File: config.mk
export PLATFORM = sky130hd
export DESIGN_NAME = pointer_event_decoder
export DESIGN_NICKNAME = d
export VERILOG_FILES = /design/src/design/ped_pkg.sv /design/src/design/pointer_event_decoder.sv /design/src/design/ped_cfg_regs.sv /design/src/design/ped_in_stage.sv /design/src/design/ped_decode.sv /design/src/design/ped_out_stage.sv
export SDC_FILE = /design/constraint.sdc
export NUM_CORES = 2
export LEC_CHECK = 0
export BUFFER_PORTS_ARGS = -buffer_cell sky130_fd_sc_hd__buf_2
export CORE_UTILIZATION = 48
export CTS_BUF_LIST = sky130_fd_sc_hd__clkbuf_4 sky130_fd_sc_hd__clkbuf_8
export CTS_CLUSTER_SIZE = 16
export DETAILED_ROUTE_END_ITERATION = 8
export PLACE_DENSITY_LB_ADDON = 0.2
export SLEW_MARGIN = 25
export SYNTH_ARGS = -nofsm -noshare
export SYNTH_HDL_FRONTEND = slang
export SYNTH_SLANG_ARGS = --single-unit
export TNS_END_PERCENT = 50
File: constraint.sdc
create_clock -name clk -period 17.3 [get_ports clk]
set_input_delay 1.73 -clock clk [delete_from_list [all_inputs] [get_ports clk]]
set_output_delay 1.73 -clock clk [all_outputs]
set_load 0.01 [all_outputs]
File: src/design/ped_pkg.sv
// pointer event decoder: shared types, event codes and helper functions
// used by every module of the block; depends on nothing else
package ped_pkg;

  localparam int COORD_WIDTH = 16;
  localparam int SUM_W  = ((COORD_WIDTH > 32) ? COORD_WIDTH : 32) + 2;
  localparam int DIFF_W = COORD_WIDTH + 1;
  localparam int MAG_W  = (DIFF_W > 32) ? 32 : DIFF_W;
  localparam int SQ_W   = 2 * MAG_W;
  localparam int D2_W   = SQ_W + 1;
  localparam int CMP_W  = (D2_W > 32) ? D2_W : 32;
  localparam int REP_W  = 17;
  localparam int WHEEL_W = 39;
  localparam int IN_DATA_W  = 64;
  localparam int OUT_DATA_W = 80;
  localparam int OUT_USER_W = 2;
  localparam int CFG_IDX_W  = 2;
  localparam int CFG_DATA_W = 32;

  localparam logic [15:0] TYPE_SYN = 16'd0;
  localparam logic [15:0] TYPE_KEY = 16'd1;
  localparam logic [15:0] TYPE_REL = 16'd2;
  localparam logic [15:0] TYPE_ABS = 16'd3;

  localparam logic [15:0] CODE_X      = 16'd0;
  localparam logic [15:0] CODE_Y      = 16'd1;
  localparam logic [15:0] CODE_HWHEEL = 16'd6;
  localparam logic [15:0] CODE_WHEEL  = 16'd8;
  localparam logic [15:0] KEY_LEFT    = 16'h0110;
  localparam logic [15:0] KEY_RIGHT   = 16'h0111;
  localparam logic [15:0] KEY_MIDDLE  = 16'h0112;
  localparam logic [15:0] KEY_TOUCH   = 16'h014a;
  localparam logic [15:0] SYNC_REPORT = 16'd0;

  localparam logic [CFG_IDX_W-1:0] CFG_COMPRESSION = 2'd0;
  localparam logic [CFG_IDX_W-1:0] CFG_JITTER      = 2'd1;
  localparam logic [CFG_IDX_W-1:0] CFG_OFFSET_X    = 2'd2;
  localparam logic [CFG_IDX_W-1:0] CFG_OFFSET_Y    = 2'd3;

  localparam logic KIND_MOUSE = 1'b0;
  localparam logic KIND_WHEEL = 1'b1;

  localparam logic [2:0] HELD_NONE   = 3'b000;
  localparam logic [2:0] HELD_LEFT   = 3'b001;
  localparam logic [2:0] HELD_RIGHT  = 3'b010;
  localparam logic [2:0] HELD_MIDDLE = 3'b100;

  typedef logic signed [COORD_WIDTH-1:0] coord_t;

  typedef struct packed {
    logic               compression_on;
    logic [31:0]        jitter_limit_sq;
    logic signed [15:0] offset_x;
    logic signed [15:0] offset_y;
  } cfg_t;

  typedef struct packed {
    logic               batch_end;
    logic [15:0]        ev_type;
    logic [15:0]        ev_code;
    logic signed [31:0] ev_value;
  } item_t;

  typedef struct packed {
    logic                       kind;
    logic [REP_W-1:0]           report_x;
    logic [REP_W-1:0]           report_y;
    logic [2:0]                 button_mask;
    logic [WHEEL_W-1:0]         wheel_delta;
    logic                       wheel_horizontal;
  } result_t;

  function automatic coord_t sat_coord(input logic signed [SUM_W-1:0] v);
    logic signed [SUM_W-1:0] hi;
    logic signed [SUM_W-1:0] lo;
    hi = SUM_W'((64'sd1 <<< (COORD_WIDTH - 1)) - 64'sd1);
    lo = -hi - SUM_W'(1);
    if (v > hi) begin
      return coord_t'(hi);
    end else if (v < lo) begin
      return coord_t'(lo);
    end
    return coord_t'(v);
  endfunction

  function automatic logic [MAG_W-1:0] clamp_mag(input logic [DIFF_W-1:0] a);
    if (64'(a) > 64'h8000_0000) begin
      return MAG_W'(64'h8000_0000);
    end
    return MAG_W'(a);
  endfunction

endpackage

File: src/design/pointer_event_decoder.sv
// pointer event decoder top level: input register, decode and result register
// depends on ped_pkg, ped_cfg_regs, ped_in_stage, ped_decode, ped_out_stage
//
//   port group  dir  contents
//   in_*        in   event transaction, tlast marks end of read batch
//   out_*       out  mouse or wheel report transaction
//   cfg_*       in   register writes, index 0..3, no read-back
//
// one event per cycle unless a reporting event meets a stalled result register;
// an event's decode and state update happen on the way from input to result register
// events that give no report retire even while the result register is stalled
// reset (rst_n low at a clock edge) clears state and configuration to defaults
module pointer_event_decoder (
  input  logic                               clk,
  input  logic                               rst_n,
  input  logic                               in_tvalid,
  output logic                               in_tready,
  // [15:0] event_type, [31:16] event_code, [63:32] event_value
  input  logic [ped_pkg::IN_DATA_W-1:0]      in_tdata,
  input  logic                               in_tlast,
  output logic                               out_tvalid,
  input  logic                               out_tready,
  // [16:0] report_x, [33:17] report_y, [36:34] button_mask,
  // [75:37] wheel_delta, [79:76] zero
  output logic [ped_pkg::OUT_DATA_W-1:0]     out_tdata,
  // [0] result_kind, [1] wheel_horizontal
  output logic [ped_pkg::OUT_USER_W-1:0]     out_tuser,
  input  logic                               cfg_we,
  input  logic [ped_pkg::CFG_IDX_W-1:0]      cfg_index,
  input  logic [ped_pkg::CFG_DATA_W-1:0]     cfg_wdata
);
  import ped_pkg::*;

  cfg_t    cfg;
  item_t   item;
  result_t result;
  logic    item_valid;
  logic    has_result;
  logic    out_free;
  logic    advance;

  assign advance = item_valid && (!has_result || out_free);

  ped_cfg_regs u_cfg (
    .clk       (clk),
    .rst_n     (rst_n),
    .cfg_we    (cfg_we),
    .cfg_index (cfg_index),
    .cfg_wdata (cfg_wdata),
    .cfg       (cfg)
  );

  ped_in_stage u_in (
    .clk        (clk),
    .rst_n      (rst_n),
    .in_tvalid  (in_tvalid),
    .in_tready  (in_tready),
    .in_tdata   (in_tdata),
    .in_tlast   (in_tlast),
    .pop        (advance),
    .item_valid (item_valid),
    .item       (item)
  );

  ped_decode u_dec (
    .clk        (clk),
    .rst_n      (rst_n),
    .cfg        (cfg),
    .item       (item),
    .advance    (advance),
    .has_result (has_result),
    .result     (result)
  );

  ped_out_stage u_out (
    .clk        (clk),
    .rst_n      (rst_n),
    .load       (advance && has_result),
    .result     (result),
    .out_free   (out_free),
    .out_tvalid (out_tvalid),
    .out_tready (out_tready),
    .out_tdata  (out_tdata),
    .out_tuser  (out_tuser)
  );

endmodule

File: src/design/ped_cfg_regs.sv
// configuration registers of the pointer event decoder
// depends on ped_pkg
module ped_cfg_regs (
  input  logic                              clk,
  input  logic                              rst_n,
  input  logic                              cfg_we,
  input  logic [ped_pkg::CFG_IDX_W-1:0]     cfg_index,
  input  logic [ped_pkg::CFG_DATA_W-1:0]    cfg_wdata,
  output ped_pkg::cfg_t                     cfg
);
  import ped_pkg::*;

  cfg_t cfg_r;

  always_ff @(posedge clk) begin
    if (!rst_n) begin
      cfg_r.compression_on  <= 1'b1;
      cfg_r.jitter_limit_sq <= '0;
      cfg_r.offset_x        <= '0;
      cfg_r.offset_y        <= '0;
    end else if (cfg_we) begin
      unique case (cfg_index)
        CFG_COMPRESSION: cfg_r.compression_on  <= cfg_wdata[0];
        CFG_JITTER:      cfg_r.jitter_limit_sq <= cfg_wdata[31:0];
        CFG_OFFSET_X:    cfg_r.offset_x        <= cfg_wdata[15:0];
        CFG_OFFSET_Y:    cfg_r.offset_y        <= cfg_wdata[15:0];
        default: ;
      endcase
    end
  end

  assign cfg = cfg_r;

endmodule

File: src/design/ped_in_stage.sv
// input register of the pointer event decoder: holds one event transaction
// depends on ped_pkg
module ped_in_stage (
  input  logic                              clk,
  input  logic                              rst_n,
  input  logic                              in_tvalid,
  output logic                              in_tready,
  input  logic [ped_pkg::IN_DATA_W-1:0]     in_tdata,
  input  logic                              in_tlast,
  input  logic                              pop,
  output logic                              item_valid,
  output ped_pkg::item_t                    item
);
  import ped_pkg::*;

  logic  valid_r;
  item_t item_r;

  assign in_tready = !valid_r || pop;

  always_ff @(posedge clk) begin
    if (!rst_n) begin
      valid_r <= 1'b0;
    end else if (in_tvalid && in_tready) begin
      valid_r <= 1'b1;
    end else if (pop) begin
      valid_r <= 1'b0;
    end
  end

  always_ff @(posedge clk) begin
    if (in_tvalid && in_tready) begin
      item_r.batch_end <= in_tlast;
      item_r.ev_type   <= in_tdata[15:0];
      item_r.ev_code   <= in_tdata[31:16];
      item_r.ev_value  <= in_tdata[63:32];
    end
  end

  assign item_valid = valid_r;
  assign item       = item_r;

endmodule

File: src/design/ped_decode.sv
// event decode, pointer state and report building of the pointer event decoder
// depends on ped_pkg
module ped_decode (
  input  logic             clk,
  input  logic             rst_n,
  input  ped_pkg::cfg_t    cfg,
  input  ped_pkg::item_t   item,
  input  logic             advance,
  output logic             has_result,
  output ped_pkg::result_t result
);
  import ped_pkg::*;

  coord_t     pointer_x_r, pointer_x_nxt;
  coord_t     pointer_y_r, pointer_y_nxt;
  coord_t     last_x_r, last_x_nxt;
  coord_t     last_y_r, last_y_nxt;
  logic [2:0] buttons_r, buttons_nxt;
  logic       moved_r, moved_nxt;
  logic       pending_r, pending_nxt;

  logic signed [SUM_W-1:0]   value_ext;
  logic signed [SUM_W-1:0]   rel_sum_x, rel_sum_y;
  logic signed [SUM_W-1:0]   mouse_x, mouse_y;
  logic signed [SUM_W-1:0]   raw_x, raw_y;
  coord_t                    abs_val;
  logic signed [DIFF_W-1:0]  diff_x, diff_y;
  logic [DIFF_W-1:0]         abs_x, abs_y;
  logic [MAG_W-1:0]          mag_x, mag_y;
  logic [SQ_W-1:0]           sq_x, sq_y;
  logic [CMP_W-1:0]          dist_sq;
  logic signed [WHEEL_W-1:0] value_w, wheel_step;
  logic                      send_mouse;
  logic [2:0]                key_bit;

  assign value_ext = SUM_W'(item.ev_value);
  assign rel_sum_x = SUM_W'(pointer_x_r) + value_ext;
  assign rel_sum_y = SUM_W'(pointer_y_r) + value_ext;
  assign abs_val   = sat_coord(value_ext);
  assign mouse_x   = SUM_W'(pointer_x_r) + SUM_W'(cfg.offset_x);
  assign mouse_y   = SUM_W'(pointer_y_r) + SUM_W'(cfg.offset_y);
  assign raw_x     = SUM_W'(pointer_x_r);
  assign raw_y     = SUM_W'(pointer_y_r);

  assign diff_x  = DIFF_W'(pointer_x_r) - DIFF_W'(last_x_r);
  assign diff_y  = DIFF_W'(pointer_y_r) - DIFF_W'(last_y_r);
  assign abs_x   = diff_x[DIFF_W-1] ? DIFF_W'(-diff_x) : DIFF_W'(diff_x);
  assign abs_y   = diff_y[DIFF_W-1] ? DIFF_W'(-diff_y) : DIFF_W'(diff_y);
  assign mag_x   = clamp_mag(abs_x);
  assign mag_y   = clamp_mag(abs_y);
  assign sq_x    = SQ_W'(mag_x) * SQ_W'(mag_x);
  assign sq_y    = SQ_W'(mag_y) * SQ_W'(mag_y);
  assign dist_sq = CMP_W'(sq_x) + CMP_W'(sq_y);

  // 120 * value as shift and subtract
  assign value_w    = WHEEL_W'(item.ev_value);
  assign wheel_step = (value_w <<< 7) - (value_w <<< 3);

  always_comb begin
    unique case (item.ev_code)
      KEY_LEFT:  key_bit = HELD_LEFT;
      KEY_RIGHT: key_bit = HELD_RIGHT;
      default:   key_bit = HELD_MIDDLE;
    endcase
  end

  always_comb begin
    pointer_x_nxt = pointer_x_r;
    pointer_y_nxt = pointer_y_r;
    last_x_nxt    = last_x_r;
    last_y_nxt    = last_y_r;
    buttons_nxt   = buttons_r;
    moved_nxt     = moved_r;
    pending_nxt   = pending_r;
    send_mouse    = 1'b0;
    has_result    = 1'b0;
    result        = '0;

    priority if (item.batch_end) begin
      if (cfg.compression_on && pending_r &&
          (dist_sq > CMP_W'(cfg.jitter_limit_sq))) begin
        send_mouse = 1'b1;
      end
      moved_nxt   = 1'b0;
      pending_nxt = 1'b0;
    end else if (item.ev_type == TYPE_ABS) begin
      if (item.ev_code == CODE_X && pointer_x_r != abs_val) begin
        pointer_x_nxt = abs_val;
        moved_nxt     = 1'b1;
      end else if (item.ev_code == CODE_Y && pointer_y_r != abs_val) begin
        pointer_y_nxt = abs_val;
        moved_nxt     = 1'b1;
      end
    end else if (item.ev_type == TYPE_REL) begin
      priority if (item.ev_code == CODE_X) begin
        pointer_x_nxt = sat_coord(rel_sum_x);
        moved_nxt     = 1'b1;
      end else if (item.ev_code == CODE_Y) begin
        pointer_y_nxt = sat_coord(rel_sum_y);
        moved_nxt     = 1'b1;
      end else if (item.ev_code == CODE_WHEEL || item.ev_code == CODE_HWHEEL) begin
        has_result              = 1'b1;
        result.kind             = KIND_WHEEL;
        result.report_x         = raw_x[REP_W-1:0];
        result.report_y         = raw_y[REP_W-1:0];
        result.button_mask      = HELD_NONE;
        result.wheel_horizontal = (item.ev_code == CODE_HWHEEL);
        result.wheel_delta      = (item.ev_code == CODE_HWHEEL) ?
                                  WHEEL_W'(-wheel_step) : WHEEL_W'(wheel_step);
      end else begin
      end
    end else if (item.ev_type == TYPE_KEY && item.ev_code == KEY_TOUCH) begin
      buttons_nxt = (item.ev_value != 32'sd0) ? HELD_LEFT : HELD_NONE;
      pending_nxt = 1'b0;
      send_mouse  = 1'b1;
    end else if (item.ev_type == TYPE_KEY && item.ev_code >= KEY_LEFT &&
                 item.ev_code <= KEY_MIDDLE) begin
      buttons_nxt = (item.ev_value != 32'sd0) ? (buttons_r | key_bit)
                                              : (buttons_r & ~key_bit);
      pending_nxt = 1'b0;
      send_mouse  = 1'b1;
    end else if (item.ev_type == TYPE_SYN && item.ev_code == SYNC_REPORT) begin
      if (moved_r) begin
        moved_nxt = 1'b0;
        if (cfg.compression_on) begin
          pending_nxt = 1'b1;
        end else begin
          send_mouse = 1'b1;
        end
      end
    end else begin
    end

    if (send_mouse) begin
      has_result              = 1'b1;
      result.kind             = KIND_MOUSE;
      result.report_x         = mouse_x[REP_W-1:0];
      result.report_y         = mouse_y[REP_W-1:0];
      result.button_mask      = buttons_nxt;
      result.wheel_delta      = '0;
      result.wheel_horizontal = 1'b0;
      last_x_nxt              = pointer_x_r;
      last_y_nxt              = pointer_y_r;
    end
  end

  always_ff @(posedge clk) begin
    if (!rst_n) begin
      pointer_x_r <= '0;
      pointer_y_r <= '0;
      last_x_r    <= '0;
      last_y_r    <= '0;
      buttons_r   <= '0;
      moved_r     <= 1'b0;
      pending_r   <= 1'b0;
    end else if (advance) begin
      pointer_x_r <= pointer_x_nxt;
      pointer_y_r <= pointer_y_nxt;
      last_x_r    <= last_x_nxt;
      last_y_r    <= last_y_nxt;
      buttons_r   <= buttons_nxt;
      moved_r     <= moved_nxt;
      pending_r   <= pending_nxt;
    end
  end

endmodule

File: src/design/ped_out_stage.sv
// result register of the pointer event decoder: holds one report transaction
// depends on ped_pkg
module ped_out_stage (
  input  logic                               clk,
  input  logic                               rst_n,
  input  logic                               load,
  input  ped_pkg::result_t                   result,
  output logic                               out_free,
  output logic                               out_tvalid,
  input  logic                               out_tready,
  output logic [ped_pkg::OUT_DATA_W-1:0]     out_tdata,
  output logic [ped_pkg::OUT_USER_W-1:0]     out_tuser
);
  import ped_pkg::*;

  logic    valid_r;
  result_t result_r;

  assign out_free = !valid_r || out_tready;

  always_ff @(posedge clk) begin
    if (!rst_n) begin
      valid_r <= 1'b0;
    end else if (load) begin
      valid_r <= 1'b1;
    end else if (out_tready) begin
      valid_r <= 1'b0;
    end
  end

  always_ff @(posedge clk) begin
    if (load) begin
      result_r <= result;
    end
  end

  assign out_tvalid = valid_r;
  assign out_tdata  = {4'b0000, result_r.wheel_delta, result_r.button_mask,
                       result_r.report_y, result_r.report_x};
  assign out_tuser  = {result_r.wheel_horizontal, result_r.kind};

endmodule

==> impl_metrics.csv <==
group,metric,value,unit
run_status,status,"finished, violations left",
run_status,violations,"design-rule violations",
sta,min_period_over_period,93.67,%
logic_synthesis,yosysWarnings,0,
sta,max_slew.worst_pin.slew,1.107,ns
floorplan,start_util,48.70,%
sta,f_max,61.71,MHz
global_routing,grt_util_all_layers,28.81,%
sta,worst_slew_margin_rel,25.26,%
floorplan,rows,104,
drt,wl_per_cell,20.30,µm
global_routing,global_route.overflow_total,0,
worst_setup_path,crit_path_frequent_cell,"fa_1",
logic_synthesis,synth_cells,4613,
drt,detail_route.drc_violations,6,
clock_network,cts_num_sinks,276,
job,drv.max_cap_violation_count,0,
drt,avgViaCountPerCell,5.772,
cells_and_area,fin_nets,5751,
drt,firstDrtPassIters,9,
logic_synthesis,synthesis.area_per_instance,8.531,µm²
worst_hold_path,hold_depth,2,
cells_and_area,multi_input_comb_area,29030,µm²
drt,routed_wirelength,119700,µm
sta,clock-skew-final,0.05569,ns
worst_setup_path,worst-r2r-cell-count,44,
clock_network,cts_tree,"done",
worst_setup_path,setup.worst_path.class,"reg2out",
sta,setup-violations-final,0,
cells_and_area,register_area,6927,µm²
placed_design,placedInstanceArea,41670,µm²
drt,detailedRoute.firstIterationViolations,3138,
worst_hold_path,min_from,"u_dec.last_y_r[14]",
sta,tns,0,ns
logic_synthesis,async_flop_share,0,%
pwr,power_per_cell_area,43.97,nW/µm²
logic_synthesis,synth_seq_area_share,17.60,%
cells_and_area,post_route_cells_drive_above_1_share,8.617,%
drt,detail-route-antenna-nets,0,
placed_design,dp.cells,5807,
sta,hold_viol_final,0,
global_routing,grt_max_degree,93,
worst_setup_path,path_max_fanout,11,
cells_and_area,fillerInstances,7725,
cells_and_area,num_antenna_cells,0,
cells_and_area,final_cell_count_without_fillers,5899,
worst_setup_path,slowest_delay,0.67,ns
sta,maxSlewViolCount,0,
worst_hold_path,hold-path-endpoint,"u_dec.last_y_r[14]",
global_routing,grt_antenna_before_repair,2,
floorplan,top_level_ports,188,
clock_network,clk_pin_slew,0.06,ns
global_routing,first_global_vias,33240,
worst_setup_path,startpoint_type,"register",
worst_setup_path,r2r_slack,2.38,ns
cells_and_area,syn_to_final_growth,8.750,%
floorplan,die_w,288.3,µm
logic_synthesis,post_synthesis_instance_area,39350,µm²
clock_network,cts.path.max_buffers,3,
drt,detailroute.via_count,34050,
floorplan,placeableCoreArea,80810,µm²
worst_setup_path,worst-endpoint-required,15.57,ns
clock_network,cts-htree-levels,2,
floorplan,floorplan.die_area,83130,µm²
worst_setup_path,critPathCaptureType,"output port",
worst_setup_path,worst_path_max_delay_cell,"dfxtp_1",
placed_design,placement.io_buffers,180,
clock_network,clock_insertion_delay_worst_skew,0.67,ns
logic_synthesis,ys_ff_latch,276,
cells_and_area,finalInstanceArea,42800,µm²
logic_synthesis,ys_types,105,
worst_hold_path,hp-class,"reg2reg",
pwr,ir_drop,0.06207,mV
worst_setup_path,worst_reg2reg_endpoint,"u_out.out_tdata[16]",
placed_design,gpl.final_weighted_congestion,0.9879,
floorplan,die_height,288.3,µm
worst_setup_path,crit_arrival,14.48,ns
clock_network,cts_buffers,48,
worst_setup_path,timing.rr.start,"u_dec.pointer_x_r[1]",
pwr,leakage,0.02065,µW
logic_synthesis,synth_edf_count,140,
sta,layout_min_cycle_time,16.21,ns
placed_design,dp.final_hpwl,96840,µm
sta,unrepaired_setup_endpoints_after_global_routing,"false",
clock_network,clock_tree.root_cell,"clkbuf_8",
global_routing,grt_pass1_wl,185400,µm
logic_synthesis,ys_dominant_reg_cell,"edfxtp_1",
[Yosys cell counts (73+ instances only)]
cell type,count,share of area [%]
a21o_1,73,1.4
a21oi_1,335,4.3
clkbuf_1,102,0.97
dfxtp_1,136,6.9
edfxtp_1,140,11
fa_1,457,23
ha_1,391,12
inv_1,769,7.3
nand2_1,490,4.7
nor2_1,360,3.4
o21ai_0,183,2.3
xnor2_1,143,3.2
xor2_1,78,1.7
[placed cells by master (no fill, tap or decap), types with 12 or more instances in the layout]
| master | netlist | final |
|---|---|---|
| inv_1 | 769 | 768 |
| nand2_1 | 490 | 490 |
| fa_1 | 457 | 457 |
| ha_1 | 391 | 391 |
| nor2_1 | 360 | 359 |
| a21oi_1 | 335 | 335 |
| o21ai_0 | 183 | 183 |
| buf_2 | 26 | 180 |
| edfxtp_1 | 140 | 140 |
| xnor2_1 | 143 | 138 |
| dfxtp_1 | 136 | 136 |
| xor2_1 | 78 | 76 |
| a21o_1 | 73 | 73 |
| buf_4 | 11 | 71 |
| nand3_1 | 65 | 64 |
| nor3_1 | 61 | 61 |
| clkbuf_8 | 0 | 60 |
| nor2b_1 | 49 | 48 |
| nand4_1 | 46 | 46 |
| a31oi_1 | 46 | 45 |
| o21a_1 | 41 | 41 |
| a211oi_1 | 35 | 35 |
| and3_1 | 35 | 35 |
| nor4_1 | 36 | 35 |
| nand2b_1 | 32 | 32 |
| conb_1 | 2 | 31 |
| o211ai_1 | 30 | 30 |
| o21bai_1 | 26 | 26 |
| a22o_1 | 26 | 26 |
| o31ai_1 | 24 | 24 |
| and2_1 | 22 | 22 |
| or2_2 | 22 | 22 |
| or3_1 | 22 | 22 |
| a211o_1 | 21 | 21 |
| clkbuf_4 | 0 | 18 |
| clkinv_1 | 14 | 16 |
| o221ai_1 | 13 | 13 |
| o41ai_1 | 12 | 12 |
[critical path, delay by kind of cell (launching register included)]
kind	cells	cell delay (ns)
compound gates	13	4.18
fa+ha+maj	11	5.15
xor+xnor	2	0.47
flops	1	0.67
simple gates	11	2.57
buf+inv	7	0.78
[final cells by class]
class / count / area share [%]
clock inverter: 12 / 0.3158
inverter: 787 / 6.906
sequential: 276 / 16.19
timing repair buffer: 253 / 3.424
multi-input combinational: 3433 / 67.83
tap: 1060 / 3.099
clock buffer: 78 / 2.245
[sequential cells by signal, indices dropped and copies added (netlist names)]
name	count
u_dec.last_y_r	16
u_dec.pending_r	1
u_out.out_tdata	73
u_out.out_tvalid	1
u_dec.moved_r	1
u_out.out_tuser	2
u_in.item	65
u_in.item_valid	1
u_dec.pointer_y_r	16
u_dec.buttons_r	3
u_dec.last_x_r	16
u_cfg.cfg	65
u_dec.pointer_x_r	16
[logic make-up after synthesis]
family | count (synthesis) | synth area share (%)
other | 2 | 0.01908
DFF | 276 | 17.60
muxes | 16 | 0.4229
xor gates and xnor gates | 222 | 4.976
and+or+nand+nor | 1309 | 15.59
adders and majority gates | 848 | 35.68
AOI/OAI and AO/OA | 1007 | 16.57
buffers and inverters | 933 | 9.144
[where the power goes]
group | switching, µW | internal [µW] | total (µW) | leakage [µW]
registers | 30.4 | 704 | 734 | 0.00254
clock network | 303 | 385 | 688 | 0.000581
logic | 283 | 177 | 460 | 0.0175
total | 616 | 1270 | 1880 | 0.0206
[worst max-delay path by stage]
stage | from | endpoint | slack [ns] | cells after the start
floorplan | u_dec.pointer_x_r[0] | u_in.item[0] | 1.35 | 48
global placement | u_dec.pointer_x_r[1] | in_tready | 1.68 | 44
detailed placement | u_dec.pointer_x_r[1] | in_tready | 1.33 | 44
CTS | u_dec.pointer_x_r[1] | in_tready | 0.56 | 44
global route | u_dec.pointer_x_r[1] | in_tready | 0.28 | 44
finish | u_dec.pointer_x_r[1] | in_tready | 1.09 | 44
[routing by layer]
layer / GRT usage, % / vias to the layer above / wire [µm]
li1: - / 15870 / -
met1: 39.05 / 16620 / 50860
met2: 47.05 / 1326 / 55310
met3: 4.676 / 233 / 9518
met4: 9.008 / 2 / 4049
met5: 0 / - / 8
[repair_timing]
action	CTS	global route
endpoints found under the setup margin	0	1
hold buffers	0	0
setup buffers	0	1
resized for setup	0	1
[per-stage QoR]
stage / hold WS (ns) / utilization (%) / power (µW) / setup WS [ns]
CTS: 0.4568 / 52.92 / 1890 / 0.5640
finish: 0.4530 / 52.96 / 1882 / 1.094
global route: 0.4690 / 52.96 / 1974 / 0.2800
floorplan: 0.4363 / - / 1072 / 1.352
detailed placement: 0.4465 / 51.56 / 1198 / 1.334
global placement: 0.4421 / 51.53 / 1195 / 1.677
Note: power is estimated with default switching activity, not from simulation.
